### config.mk
export PLATFORM = sky130hd
export DESIGN_NAME = svg_accum
export DESIGN_NICKNAME = d
export VERILOG_FILES = /design/src/svg_pkg.sv /design/src/svg_accum.sv
export SDC_FILE = /design/constraint.sdc
export NUM_CORES = 2
export LEC_CHECK = 0
export ABC_AREA = 1
export ABC_CLOCK_PERIOD_IN_PS = 3720
export BUFFER_PORTS_ARGS = -buffer_cell sky130_fd_sc_hd__buf_2
export CORE_UTILIZATION = 30
export DETAILED_ROUTE_END_ITERATION = 8
export MAX_ROUTING_LAYER = met4
export PLACE_DENSITY = 0.52
export SETUP_SLACK_MARGIN = 0.3
export SLEW_MARGIN = 5
export SYNTH_ARGS = -nofsm -noshare
export SYNTH_HDL_FRONTEND = slang
export SYNTH_SLANG_ARGS = --single-unit
### constraint.sdc
create_clock -name clk_i -period 3.72 [get_ports clk_i]
set_input_delay 0.744 -clock clk_i [delete_from_list [all_inputs] [get_ports clk_i]]
set_output_delay 0.744 -clock clk_i [all_outputs]
set_load 0.03 [all_outputs]
### src/svg_pkg.sv
`timescale 1ns / 1ps

package svg_pkg;

  // Default sizes, handed to the top level parameters
  localparam int unsigned DEF_MAX_WIDTH  = 256;
  localparam int unsigned DEF_MAX_HEIGHT = 256;
  localparam int unsigned DEF_PIXEL_BITS = 16;

  // Fixed field widths
  localparam int unsigned CFG_W      = 9;
  localparam int unsigned GRAD_W     = 20;
  localparam int unsigned COORD_W    = 8;
  localparam int unsigned VAR_W      = 50;
  localparam int unsigned ACC_W      = 32;
  localparam int unsigned APB_ADDR_W = 3;
  localparam int unsigned APB_DATA_W = 32;

  // Result item layout on the output tdata
  localparam int unsigned GRAD_LSB   = 0;
  localparam int unsigned ROW_LSB    = GRAD_LSB + GRAD_W;
  localparam int unsigned COL_LSB    = ROW_LSB + COORD_W;
  localparam int unsigned TOT_LSB    = COL_LSB + COORD_W;
  localparam int unsigned OUT_DATA_W = ((TOT_LSB + VAR_W + 7) / 8) * 8;

  localparam logic [CFG_W-1:0]        RESET_DIM = 9'd256;
  localparam logic [VAR_W-1:0]        VAR_MAX   = '1;
  localparam logic signed [ACC_W-1:0] GRAD_HI   = 32'sd524287;
  localparam logic signed [ACC_W-1:0] GRAD_LO   = -32'sd524288;

  typedef enum logic {
    OP_PIXEL = 1'b0,
    OP_DRAIN = 1'b1
  } op_e;

  typedef enum logic {
    REG_WIDTH  = 1'b0,
    REG_HEIGHT = 1'b1
  } reg_e;

  // Control tag that rides along with each item through the pipeline
  typedef struct packed {
    logic               res;   // item produces a result
    logic               last;  // final gradient of the image
    logic [COORD_W-1:0] row;
    logic [COORD_W-1:0] col;
  } svg_tag_t;

  // Effective image dimension: zero acts as one, clamp at the maximum
  function automatic int unsigned eff_dim(logic [CFG_W-1:0] v, int unsigned maxv);
    int unsigned d;
    d = 32'(v);
    if (d == 0) begin
      d = 1;
    end else if (d > maxv) begin
      d = maxv;
    end
    return d;
  endfunction

endpackage

### src/svg_accum.sv
`timescale 1ns / 1ps

module svg_accum import svg_pkg::*; #(
  parameter int unsigned PIXEL_BITS = DEF_PIXEL_BITS,
  localparam int unsigned DW   = PIXEL_BITS + 1,
  localparam int unsigned AW   = PIXEL_BITS + 3,
  localparam int unsigned SQ_W = 2 * DW,
  localparam int unsigned T_W  = VAR_W + 2
) (
  input  logic                 clk_i,
  input  logic                 rst_ni,
  input  logic                 restart_i,
  input  logic                 s1_valid_i,
  input  svg_tag_t             s1_tag_i,
  input  logic signed [DW-1:0] s1_dl_i,
  input  logic signed [DW-1:0] s1_du_i,
  input  logic signed [AW-1:0] s1_acc_i,
  output logic                 s2_ready_o,
  output logic                 out_valid_o,
  input  logic                 out_ready_i,
  output logic [GRAD_W-1:0]    out_grad_o,
  output logic [COORD_W-1:0]   out_row_o,
  output logic [COORD_W-1:0]   out_col_o,
  output logic [VAR_W-1:0]     out_total_o,
  output logic                 out_last_o
);

  logic                 s2_valid_q, s2_valid_d;
  svg_tag_t             s2_tag_q;
  logic [SQ_W-1:0]      sql_q, squ_q;
  logic [GRAD_W-1:0]    s2_grad_q;

  logic [VAR_W-1:0]     sum_q, sum_d;
  logic                 out_valid_q, out_valid_d;
  logic [GRAD_W-1:0]    out_grad_q;
  logic [COORD_W-1:0]   out_row_q, out_col_q;
  logic [VAR_W-1:0]     out_total_q;
  logic                 out_last_q;

  logic signed [SQ_W-1:0]  prod_l, prod_u;
  logic signed [ACC_W-1:0] g2;
  logic [GRAD_W-1:0]       grad_sat;
  logic [T_W-1:0]          tsum;
  logic [VAR_W-1:0]        sum_add;
  logic                    load2, adv2, put;

  // Stage 2: squares and the saturated doubled gradient
  always_comb begin
    prod_l = s1_dl_i * s1_dl_i;
    prod_u = s1_du_i * s1_du_i;
    g2     = ACC_W'(s1_acc_i) + ACC_W'(s1_acc_i);
    if (g2 > GRAD_HI) begin
      grad_sat = GRAD_W'(GRAD_HI);
    end else if (g2 < GRAD_LO) begin
      grad_sat = GRAD_W'(GRAD_LO);
    end else begin
      grad_sat = GRAD_W'(g2);
    end
  end

  // Items without a result pass stage 2 without waiting on the output
  assign adv2       = s2_valid_q && (!s2_tag_q.res || !out_valid_q || out_ready_i);
  assign s2_ready_o = !s2_valid_q || adv2;
  assign load2      = s1_valid_i && s2_ready_o;
  assign s2_valid_d = load2 || (s2_valid_q && !adv2);
  assign put        = adv2 && s2_tag_q.res;

  // Stage 3: saturating accumulate, result register
  always_comb begin
    tsum    = T_W'(sum_q) + T_W'(sql_q) + T_W'(squ_q);
    sum_add = (tsum > T_W'(VAR_MAX)) ? VAR_MAX : VAR_W'(tsum);
    sum_d   = sum_q;
    if (restart_i) begin
      sum_d = '0;
    end else if (adv2) begin
      sum_d = s2_tag_q.last ? '0 : sum_add;
    end
    out_valid_d = put || (out_valid_q && !out_ready_i);
  end

  always_ff @(posedge clk_i or negedge rst_ni) begin
    if (!rst_ni) begin
      s2_valid_q  <= 1'b0;
      out_valid_q <= 1'b0;
      sum_q       <= '0;
    end else begin
      s2_valid_q  <= s2_valid_d;
      out_valid_q <= out_valid_d;
      sum_q       <= sum_d;
    end
  end

  always_ff @(posedge clk_i) begin
    if (load2) begin
      s2_tag_q  <= s1_tag_i;
      sql_q     <= SQ_W'(unsigned'(prod_l));
      squ_q     <= SQ_W'(unsigned'(prod_u));
      s2_grad_q <= grad_sat;
    end
    if (put) begin
      out_grad_q  <= s2_grad_q;
      out_row_q   <= s2_tag_q.row;
      out_col_q   <= s2_tag_q.col;
      out_last_q  <= s2_tag_q.last;
      out_total_q <= s2_tag_q.last ? sum_q : '0;
    end
  end

  assign out_valid_o = out_valid_q;
  assign out_grad_o  = out_grad_q;
  assign out_row_o   = out_row_q;
  assign out_col_o   = out_col_q;
  assign out_total_o = out_total_q;
  assign out_last_o  = out_last_q;

endmodule

==> run_results.csv <==
group,metric,value,unit
timing,setup_tns,-71.43,ns
flow_run,max-cap-violations,0,
worst_hold_path,holdCritPathClass,"input pin to asynchronous set/reset pin",
global_route,grt_antenna_before_repair,0,
timing,max_freq,0.186,GHz
placement,dp_hpwl,73800,um
timing,setup_slack,-1.65,ns
critical_path,crit_type,"input pin to flop",
die,die_h,333,um
critical_path,crit_top_cell,"fa_1",
timing,fin_crit,5.37,ns
yosys,syn_area,32900,um^2
route,drtPass1Iterations,7,
cts,clock_latency,0.58,ns
global_route,grt_pass1_wl,142000,um
cts,clock_sinks,241,
final_layout,nNetsFinal,5349,
timing,setup_viol,54,
critical_path,cp.buffers_inverters,9,
critical_path,path_cells,"buf_12, buf_12, buf_6, nand2_4, inv_4, fa_1, inv_1, fa_1, fa_1, inv_1, fa_1, fa_1, inv_1, fa_1, inv_2, ha_4, buf_6, nand4_1, nor3_4, nand4_1, nand3_2, a21oi_2, xnor2_1",
final_layout,layout-drive-gt1-share,0.315,
cts,htree_levels,1,
global_route,grtUsageTotal,0.164,
critical_path,reg2reg_slack,0.47,ns
yosys,synthDistinctLibCells,47,
global_route,grt_pass1_vias,26810,
yosys,syn_inst,3834,
timing,maxSlewHeadroom,0.501,
timing,clock_skew,0.0172,ns
global_route,grt_max_degree,53,
die,fp-row-count,121,
yosys,ys_ff_latch,241,
yosys,synth_edf_count,189,
placement,port-buffer-count,163,
cts,cts_buffer_depth,3,
yosys,synth_ff_type,"edfxtp_1",
die,core_area,109000,um^2
yosys,async_flop_share,0.216,
placement,place_area,40300,um^2
critical_path,cp_max_fo,7,
route,drc,0,
die,start_util,0.302,
critical_path,arrival,5.70,ns
route,drt-total-wl,85800,um
cts,cts_root_buf,"clkbuf_16",
die,die-area,111000,um^2
final_layout,area_growth,35.3,%
placement,dp_slack,-2.62,ns
cts,cts_tree,"yes",
route,drt_iter0_markers,1114,
cts,path_clk_slew,0.06,ns
timing,layout_worst_path_cycle_share,1.44,
run_status,violations,"negative setup slack",
final_layout,instances_no_fill,5926,
global_route,grt-ovfl-total,0,
critical_path,cpPeakStageDelay,0.54,ns
route,viasPerCell,4.27,
cts,cts_made_buffers,27,
route,route.vias.total,25290,
critical_path,path_delay_family,"adder cells",
final_layout,design_area,44500,um^2
run_status,status,"finished with violations",
route,ant_nets,0,
route,wl_per_cell,14.5,um
placement,gp_congestion,0.971,
cts,ctsHoldBuffers,0,
yosys,ys_warn_count,0,
timing,hold_violations,0,
critical_path,required,4.04,ns
die,pin_count,165,
die,die_x,333,um
yosys,syn_avg_cell_area,8.59,um^2
critical_path,crit_path_start_kind,"input pin",
critical_path,slowest_stage,"fa_1",
critical_path,cp-end-kind,"flop",
timing,maxSlewViolCount,0,
timing,rsz0062_at_grt,"yes",
placement,placed_cells,5774,
final_layout,fillCellCount,10724,
yosys,yosysSeqAreaShare,0.212,
timing,worstMarginPinSlew,0.748,ns
[cell type report]
class	count	area, um^2	area share
diodes	1	2.50	0.0000562
flip-flops and latches	241	6980	0.157
clock buffers	31	711	0.0160
repair buffers	722	6230	0.140
clock inverters	19	171	0.00385
multi-input cells	2429	24600	0.553
inverters	1069	4060	0.0912
well taps	1414	1770	0.0397
[stage by stage]
| stage | hold slack, ns | util |
|---|---|---|
| floorplan | 0.400 | - |
| global placement | 0.400 | 0.370 |
| detailed placement | 0.405 | 0.370 |
| CTS | 0.233 | 0.400 |
| global route | 0.261 | 0.409 |
| finish | 0.226 | 0.409 |
[worst reg2reg max path: cells and delay by family (launching register included)]
| family | cells | cell delay (ns) |
|---|---|---|
| AND/OR/NAND/NOR | 12 | 1.50 |
| adder cells (fa/ha/maj) | 3 | 1.22 |
| flip-flops | 1 | 0.43 |
[state kept, by name, summed over array words and instances (netlist names)]
signal	count
squ_q	33
out_row_o	8
out_grad_o	19
s2_grad_q	19
sum_q	50
s2_tag_q	18
sql_q	33
s2_valid_q	1
out_valid_o	1
out_last_o	1
out_col_o	8
out_total_o	50
[layout by cell type, fill, tap and decap left out, types with 38 or more instances in the layout]
cell type  count
nand2_1      822
inv_1        923
dfrtp_1       52
fa_1         511
xnor2_1       53
buf_4        416
nor2_1       141
buf_6        109
buf_12        38
ha_4          75
edfxtp_1     189
buf_2        132
nand3_1       85
xor2_1        45
fa_2          56
inv_2        126
nand2_2      106
ha_1         135
nand2_4       63
[logic make-up (layout without fill, tap and decap cells)]
group	after synthesis	count (layout)	synth area share
xor+xnor	114	114	0.0303
other cells	1	4	0.000114
mux	1	1	0.000342
flops	241	241	0.212
compound gates	188	188	0.0331
simple gates	1340	1340	0.163
buf+inv	1166	1841	0.134
fa+ha+maj	783	783	0.427
[routing by layer]
| metal | GRT usage | wire length (um) | vias to the layer above |
|---|---|---|---|
| li1 | - | - | 12560 |
| met1 | 0.231 | 41800 | 12251 |
| met2 | 0.258 | 39000 | 404 |
| met3 | 0.0149 | 3010 | 75 |
| met4 | 0.0310 | 1940 | 0 |
| met5 | - | 0 | - |
[timing repair]
| action | 4_1_cts | 5_1_grt |
|---|---|---|
| gates cloned | 3 | 0 |
| pin swaps | 224 | 162 |
| buffers inserted | 60 | 38 |
| resized for setup | 488 | 195 |
| endpoints found under the setup margin | 58 | 58 |
[synthesized netlist by cell type (all sizes together) (11+ instances only)]
cell    instances  area, um^2
inv          1068        4010
nand2         995        3760
fa            567       11400
ha            216        2700
edfxtp        189        5680
nor2          177         689
nand3         105         541
a21oi          92         460
clkbuf         81         304
xor2           58         508
xnor2          56         490
dfrtp          52        1300
o21ai          42         214
nand4          20         125
nor3           20         105
o21bai         17         128
buf            16        88.8
a21o           15         113
or2            11        68.8
[path summary, 6_finish.rpt]
kind,from,to,depth (start not counted)
setup / recovery,s1_du_i[10],squ_q[24],23
hold / removal,rst_ni,s2_valid_q,1
setup reg to reg,sql_q[0],sum_q[41],15
hold reg to reg,s2_grad_q[16],out_grad_o[16],0
max in group asynchronous,rst_ni,sum_q[13],2
min in group clk_i,s1_acc_i[8],s2_grad_q[9],1
Power is not shown: default switching activity piles up to over one toggle a cycle in this logic, so the estimate is an artifact.
