===== src/svg_pkg.sv =====
`timescale 1ns / 1ps

package svg_pkg;

  // Default sizes, handed to the top level parameters
  localparam int unsigned DEF_MAX_WIDTH  = 256;
  localparam int unsigned DEF_MAX_HEIGHT = 256;
  localparam int unsigned DEF_PIXEL_BITS = 16;

  // Fixed field widths
  localparam int unsigned CFG_W      = 9;
  localparam int unsigned GRAD_W     = 20;
  localparam int unsigned COORD_W    = 8;
  localparam int unsigned VAR_W      = 50;
  localparam int unsigned ACC_W      = 32;
  localparam int unsigned APB_ADDR_W = 3;
  localparam int unsigned APB_DATA_W = 32;

  // Result item layout on the output tdata
  localparam int unsigned GRAD_LSB   = 0;
  localparam int unsigned ROW_LSB    = GRAD_LSB + GRAD_W;
  localparam int unsigned COL_LSB    = ROW_LSB + COORD_W;
  localparam int unsigned TOT_LSB    = COL_LSB + COORD_W;
  localparam int unsigned OUT_DATA_W = ((TOT_LSB + VAR_W + 7) / 8) * 8;

  localparam logic [CFG_W-1:0]        RESET_DIM = 9'd256;
  localparam logic [VAR_W-1:0]        VAR_MAX   = '1;
  localparam logic signed [ACC_W-1:0] GRAD_HI   = 32'sd524287;
  localparam logic signed [ACC_W-1:0] GRAD_LO   = -32'sd524288;

  typedef enum logic {
    OP_PIXEL = 1'b0,
    OP_DRAIN = 1'b1
  } op_e;

  typedef enum logic {
    REG_WIDTH  = 1'b0,
    REG_HEIGHT = 1'b1
  } reg_e;

  // Control tag that rides along with each item through the pipeline
  typedef struct packed {
    logic               res;   // item produces a result
    logic               last;  // final gradient of the image
    logic [COORD_W-1:0] row;
    logic [COORD_W-1:0] col;
  } svg_tag_t;

  // Effective image dimension: zero acts as one, clamp at the maximum
  function automatic int unsigned eff_dim(logic [CFG_W-1:0] v, int unsigned maxv);
    int unsigned d;
    d = 32'(v);
    if (d == 0) begin
      d = 1;
    end else if (d > maxv) begin
      d = maxv;
    end
    return d;
  endfunction

endpackage


===== src/svg_ctrl.sv =====
`timescale 1ns / 1ps

module svg_ctrl import svg_pkg::*; #(
  parameter int unsigned MAX_WIDTH  = DEF_MAX_WIDTH,
  parameter int unsigned MAX_HEIGHT = DEF_MAX_HEIGHT,
  parameter int unsigned PIXEL_BITS = DEF_PIXEL_BITS,
  localparam int unsigned CW = $clog2(MAX_WIDTH),
  localparam int unsigned RW = (MAX_HEIGHT > 1) ? $clog2(MAX_HEIGHT) : 1,
  localparam int unsigned DW = PIXEL_BITS + 1,
  localparam int unsigned AW = PIXEL_BITS + 3,
  localparam int unsigned EW = 2 * PIXEL_BITS
) (
  input  logic                         clk_i,
  input  logic                         rst_ni,
  input  logic                         restart_i,
  input  logic [CW-1:0]                wlast_i,
  input  logic [RW-1:0]                hlast_i,
  input  logic                         in_valid_i,
  output logic                         in_ready_o,
  input  op_e                          in_op_i,
  input  logic signed [PIXEL_BITS-1:0] in_pixel_i,
  output logic                         mem_we_o,
  output logic [CW-1:0]                mem_waddr_o,
  output logic [EW-1:0]                mem_wdata_o,
  output logic                         mem_re_o,
  output logic [CW-1:0]                mem_raddr_o,
  input  logic [EW-1:0]                mem_rdata_i,
  output logic                         s1_valid_o,
  output svg_tag_t                     s1_tag_o,
  output logic signed [DW-1:0]         s1_dl_o,
  output logic signed [DW-1:0]         s1_du_o,
  output logic signed [AW-1:0]         s1_acc_o,
  input  logic                         s2_ready_i
);

  localparam logic signed [AW-1:0] ZERO_A = '0;
  localparam logic signed [DW-1:0] ZERO_D = '0;

  logic [CW-1:0] col_q, col_d;
  logic [RW-1:0] row_q, row_d;
  logic          drain_q, drain_d;
  logic [EW-1:0] cen_q, cen_d;            // {above, two above} at the current column
  logic signed [PIXEL_BITS-1:0] lft_q;    // above value one column to the left
  logic signed [PIXEL_BITS-1:0] lp_q;     // previous pixel in this row

  logic                  s1_valid_q, s1_valid_d;
  svg_tag_t              s1_tag_q, s1_tag_d;
  logic signed [DW-1:0]  s1_dl_q, s1_dl_d, s1_du_q, s1_du_d;
  logic signed [AW-1:0]  s1_acc_q, s1_acc_d;

  logic accept, is_pix, is_drn, act, at_end;
  logic e_lft, e_rgt, e_top, row_nz;
  logic signed [PIXEL_BITS-1:0] ctr, top, rgt;
  logic [CW:0] ahead;

  assign in_ready_o = !s1_valid_q || s2_ready_i;
  assign accept     = in_valid_i && in_ready_o;
  assign is_pix     = accept && (in_op_i == OP_PIXEL) && !drain_q;
  assign is_drn     = accept && (in_op_i == OP_DRAIN) && drain_q;
  assign act        = is_pix || is_drn;

  assign ctr    = cen_q[EW-1:PIXEL_BITS];
  assign top    = cen_q[PIXEL_BITS-1:0];
  assign rgt    = mem_rdata_i[EW-1:PIXEL_BITS];
  assign at_end = (col_q == wlast_i);
  assign row_nz = (row_q != '0);
  assign e_lft  = (col_q != '0);
  assign e_rgt  = !at_end;
  assign e_top  = drain_q ? (hlast_i != '0) : (row_q > RW'(1));

  // Line store access: write this column, prefetch two columns ahead (wrapping)
  always_comb begin
    ahead = {1'b0, col_q} + (CW + 1)'(2);
    if (wlast_i == '0) begin
      mem_raddr_o = '0;
    end else if (ahead > {1'b0, wlast_i}) begin
      mem_raddr_o = CW'(ahead - {1'b0, wlast_i} - (CW + 1)'(1));
    end else begin
      mem_raddr_o = CW'(ahead);
    end
  end

  assign mem_we_o    = is_pix;
  assign mem_waddr_o = col_q;
  assign mem_wdata_o = {in_pixel_i, ctr};
  assign mem_re_o    = act;

  // Stage 1 payload
  always_comb begin
    s1_acc_d = (is_pix ? AW'(ctr) - AW'(in_pixel_i) : ZERO_A)
             + (e_lft  ? AW'(ctr) - AW'(lft_q)      : ZERO_A)
             + (e_rgt  ? AW'(ctr) - AW'(rgt)        : ZERO_A)
             + (e_top  ? AW'(ctr) - AW'(top)        : ZERO_A);
    s1_dl_d = (is_pix && e_lft) ? DW'(in_pixel_i) - DW'(lp_q) : ZERO_D;
    s1_du_d = (is_pix && row_nz) ? DW'(in_pixel_i) - DW'(ctr) : ZERO_D;
    s1_tag_d.res  = is_pix ? row_nz : 1'b1;
    s1_tag_d.last = is_drn && at_end;
    s1_tag_d.row  = is_pix ? COORD_W'(row_q - RW'(1)) : COORD_W'(hlast_i);
    s1_tag_d.col  = COORD_W'(col_q);
    s1_valid_d    = act || (s1_valid_q && !s2_ready_i);
  end

  // Window: with a one-column image the column just written is the next center
  assign cen_d = act ? ((is_pix && (wlast_i == '0)) ? mem_wdata_o : mem_rdata_i) : cen_q;

  // Raster and drain position
  always_comb begin
    col_d   = col_q;
    row_d   = row_q;
    drain_d = drain_q;
    if (restart_i) begin
      col_d   = '0;
      row_d   = '0;
      drain_d = 1'b0;
    end else if (is_pix) begin
      if (at_end) begin
        col_d = '0;
        if (row_q == hlast_i) begin
          drain_d = 1'b1;
        end else begin
          row_d = row_q + RW'(1);
        end
      end else begin
        col_d = col_q + CW'(1);
      end
    end else if (is_drn) begin
      if (at_end) begin
        col_d   = '0;
        row_d   = '0;
        drain_d = 1'b0;
      end else begin
        col_d = col_q + CW'(1);
      end
    end
  end

  always_ff @(posedge clk_i or negedge rst_ni) begin
    if (!rst_ni) begin
      col_q      <= '0;
      row_q      <= '0;
      drain_q    <= 1'b0;
      s1_valid_q <= 1'b0;
    end else begin
      col_q      <= col_d;
      row_q      <= row_d;
      drain_q    <= drain_d;
      s1_valid_q <= s1_valid_d;
    end
  end

  always_ff @(posedge clk_i) begin
    cen_q <= cen_d;
    if (act) begin
      lft_q    <= ctr;
      s1_tag_q <= s1_tag_d;
      s1_dl_q  <= s1_dl_d;
      s1_du_q  <= s1_du_d;
      s1_acc_q <= s1_acc_d;
    end
    if (is_pix) begin
      lp_q <= in_pixel_i;
    end
  end

  assign s1_valid_o = s1_valid_q;
  assign s1_tag_o   = s1_tag_q;
  assign s1_dl_o    = s1_dl_q;
  assign s1_du_o    = s1_du_q;
  assign s1_acc_o   = s1_acc_q;

endmodule


===== config.mk =====
export PLATFORM = sky130hd
export DESIGN_NAME = svg_ctrl
export DESIGN_NICKNAME = d
export VERILOG_FILES = /design/src/svg_pkg.sv /design/src/svg_ctrl.sv
export SDC_FILE = /design/constraint.sdc
export NUM_CORES = 1
export LEC_CHECK = 0
export BUFFER_PORTS_ARGS = -buffer_cell sky130_fd_sc_hd__buf_4
export CAP_MARGIN = 20
export CORE_ASPECT_RATIO = 1.75
export CORE_UTILIZATION = 44
export DETAILED_ROUTE_END_ITERATION = 12
export PLACE_DENSITY_LB_ADDON = 0.3
export SYNTH_ARGS = -nofsm -noshare
export SYNTH_HDL_FRONTEND = slang
export SYNTH_SLANG_ARGS = --single-unit

===== constraint.sdc =====
create_clock -name clk_i -period 9.12 [get_ports clk_i]
set_input_delay 1.368 -clock clk_i [delete_from_list [all_inputs] [get_ports clk_i]]
set_output_delay 1.368 -clock clk_i [all_outputs]
set_load 0.01 [all_outputs]

==> impl_metrics.ini <==
[timing]
hold_slack_ps = 566.8
slew_viol_final = 0
rsz0062_at_grt = no
tns_ps = 0
tightest_slew_ps = 937.2
min_period_ps = 6045
max_freq_ghz = 0.1654
setup_violations = 0
hold_violations = 0
finalClockSkew_ps = 11.84
period_share_pct = 66.28
fin_ws_ps = 3075
slew_headroom_pct = 36.73

[critical_path]
r2r_cells = 21
r2r_setup_slack_ps = 3310
crit_start = in_pixel_i[1]
cp_max_fo = 6
crit_end = s1_acc_o[16]
cpMaxStageDelayCell = fa_1
r2r_start = cen_q[17]
cpPeakStageDelay_ps = 550
critical_path_class = primary input to flip-flop
cp_cell_sequence = buf_4 > inv_1 > fa_1 > a21o_1 > a21oi_1 > o21a_1 > nor2_1 > o22ai_1 > xor2_1 > nor2_1 > fa_1 > inv_1 > fa_1 > inv_1 > ha_1 > and3_1 > o21a_1 > a21oi_1 > a21oi_1 > a31oi_1 > nand2b_1 > xor2_1
cp_top_family = adder cells
required_ps = 9310
cp_num_buf_inv = 4
worst-path-stages = 22
worstSetupEndpointType = flip-flop
r2r-end = s1_acc_o[16]
critPathLaunchType = primary input
cp.arrival_ps = 6230

[hold_path]
hold_path_depth = 0
hold_start = cen_q[16]
hp-class = flip-flop to flip-flop

[placement]
dp_hpwl_mm = 26.87
dp_cells = 1937
gp_congestion = 0.8999
place_ws_ps = 2681
io_buffer_count = 192

[synthesis]
synth_warnings = 0
netlist_area_um2 = 13280
synth-seq-cells = 153
post_synth_num_cell_types = 69
synth-compound-area-share_pct = 15.00
syn_inst = 1435
synthAdderAreaFrac_pct = 18.57
synthFlopType = edfxtp_1
synthSimpleGateAreaFrac_pct = 14.49
seq_area_frac_synth_pct = 33.91
synth_nets = 1677
syn_area_per_cell_um2 = 9.257
synth.area.mux_share_pct = 2.298
synth-edff-count = 135
synth_top_family_by_area = adder cells
synthArstFlopShare_pct = 11.76
synth-xor-area-share_pct = 7.055

[floorplan]
die-area_um2 = 30920
start_util_pct = 45.04
fp.dieH_um = 231.9
core_area_um2 = 29490
fp-row-count = 83
ioPinCount = 193
die_x_um = 133.3

[global_routing]
met2_usage_pct = 44.03
grt_max_degree = 70
busiest_layer = met2
grt_pass1_vias = 11030
grt_pass1_wl_mm = 54.61
gr-usage-all-layers_pct = 22.94
overflow = 0
grt_use_met3_pct = 3.405
antenna_found_initial = 0
met1_usage_pct = 22.86

[drt]
vias = 10680
drt.antenna.violating_nets = 0
wl_per_cell_um = 17.45
drc = 0
drt-initial-drc-count = 575
via_per_inst = 5.424
wl_mm = 34.36
first_pass_iters = 5

[finish]
fillers = 2707
multi_input_area_um2 = 7632
ff_latch_area_um2 = 4504
finalNonFillerCells = 1969
drive_gt1_share_pct = 16.95
diodes = 0
syn2layout_area_growth_pct = 15.31
final_nets = 1816

[power_and_ir_drop]
peakVddDrop_mv = 0.1377
power_mw = 2.278
p_leak_nw = 7.063
power-per-cell-area_nw_per_um2 = 148.7

[cts]
numClockSinks = 153
cts-resized-gates = 0
cts_tree = built
post_cts_buffers = 0
root_buffer = clkbuf_16
clockBufferDepth = 2
h-tree-depth = 4
cts_buffers = 17
cts_hold_buf = 0
clkTransAtPathRegs_ps = 60
clk_latency_ps = 450

[run]
cap_violations = 0

[status]
outcome = finished clean
[where the power goes]
group / leakage, nW / internal, mW / switching, mW
combinational: 5.31 / 0.331 / 0.448
sequential: 1.52 / 0.828 / 0.0246
clock: 0.236 / 0.343 / 0.302
total: 7.06 / 1.50 / 0.775
[registers in the layout (all words and copies together), names as in the netlist]
name	count
drain_q	1
lft_q	16
s1_valid_o	1
s1_du_o	17
s1_dl_o	17
s1_tag_o	18
row_q	8
s1_acc_o	19
lp_q	16
mem_waddr_o	8
cen_q	32
[final cells by class]
class                           instances  share of cell area [%]
Timing Repair Buffer                  199                   9.753
Clock inverter                         13                  0.5227
Multi-Input combinational cell       1018                   49.82
Tap cell                              382                   3.120
Clock buffer                           19                   2.826
Inverter                              185                   4.550
Sequential cell                       153                   29.40
[cell usage after synthesis (36+ instances only)]
cell type / number / area, µm²
xor2_1: 44 / 385.4
nor3_1: 36 / 180.2
fa_1: 42 / 840.8
nor2_1: 133 / 499.2
ha_1: 130 / 1627
inv_1: 185 / 694.4
o21ai_0: 75 / 375.4
a21oi_1: 90 / 450.4
xnor2_1: 63 / 551.8
nand2_1: 85 / 319.1
buf_4: 40 / 300.3
edfxtp_1: 135 / 4054
[per-stage QoR]
step,util [%],cell area [µm²]
3_5_place_dp,50.20,14810
3_3_place_gp,50.20,14810
6_report,51.94,15320
2_1_floorplan,-,13280
4_1_cts,51.94,15320
5_1_grt,51.94,15320
[cell usage in the layout, fill, tap and decap left out, types with 20 or more instances in the layout]
master / netlist / layout
buf_4: 40 / 199
inv_1: 185 / 184
edfxtp_1: 135 / 135
nor2_1: 133 / 133
ha_1: 130 / 130
a21oi_1: 90 / 90
nand2_1: 85 / 85
o21ai_0: 75 / 75
xnor2_1: 63 / 63
xor2_1: 44 / 44
fa_1: 42 / 42
nor3_1: 36 / 35
a21o_1: 34 / 34
nand3_1: 26 / 26
o21a_1: 25 / 25
nand2b_1: 23 / 23
nor2b_1: 23 / 23
mux2_2: 20 / 20
[logic make-up after synthesis]
logic type | count (synthesis)
simple gates | 397
mux | 28
flops | 153
xor+xnor | 107
compound gates | 314
buf+inv | 264
fa+ha+maj | 172
[worst min-delay path by stage]
stage	end	slack, ps
after floorplan	s1_tag_o[3]	440
after global placement	lft_q[0]	570
after detailed placement	lft_q[0]	560
after CTS	lft_q[0]	570
after global routing	lft_q[0]	600
final	lft_q[0]	570
[layer usage]
metal / wire, µm / vias to the layer above
met5: 0 / -
met4: 1674 / 0
met3: 1328 / 96
met2: 18780 / 281
met1: 12580 / 5090
li1: - / 5213
Power figures use the tool's default switching activity.
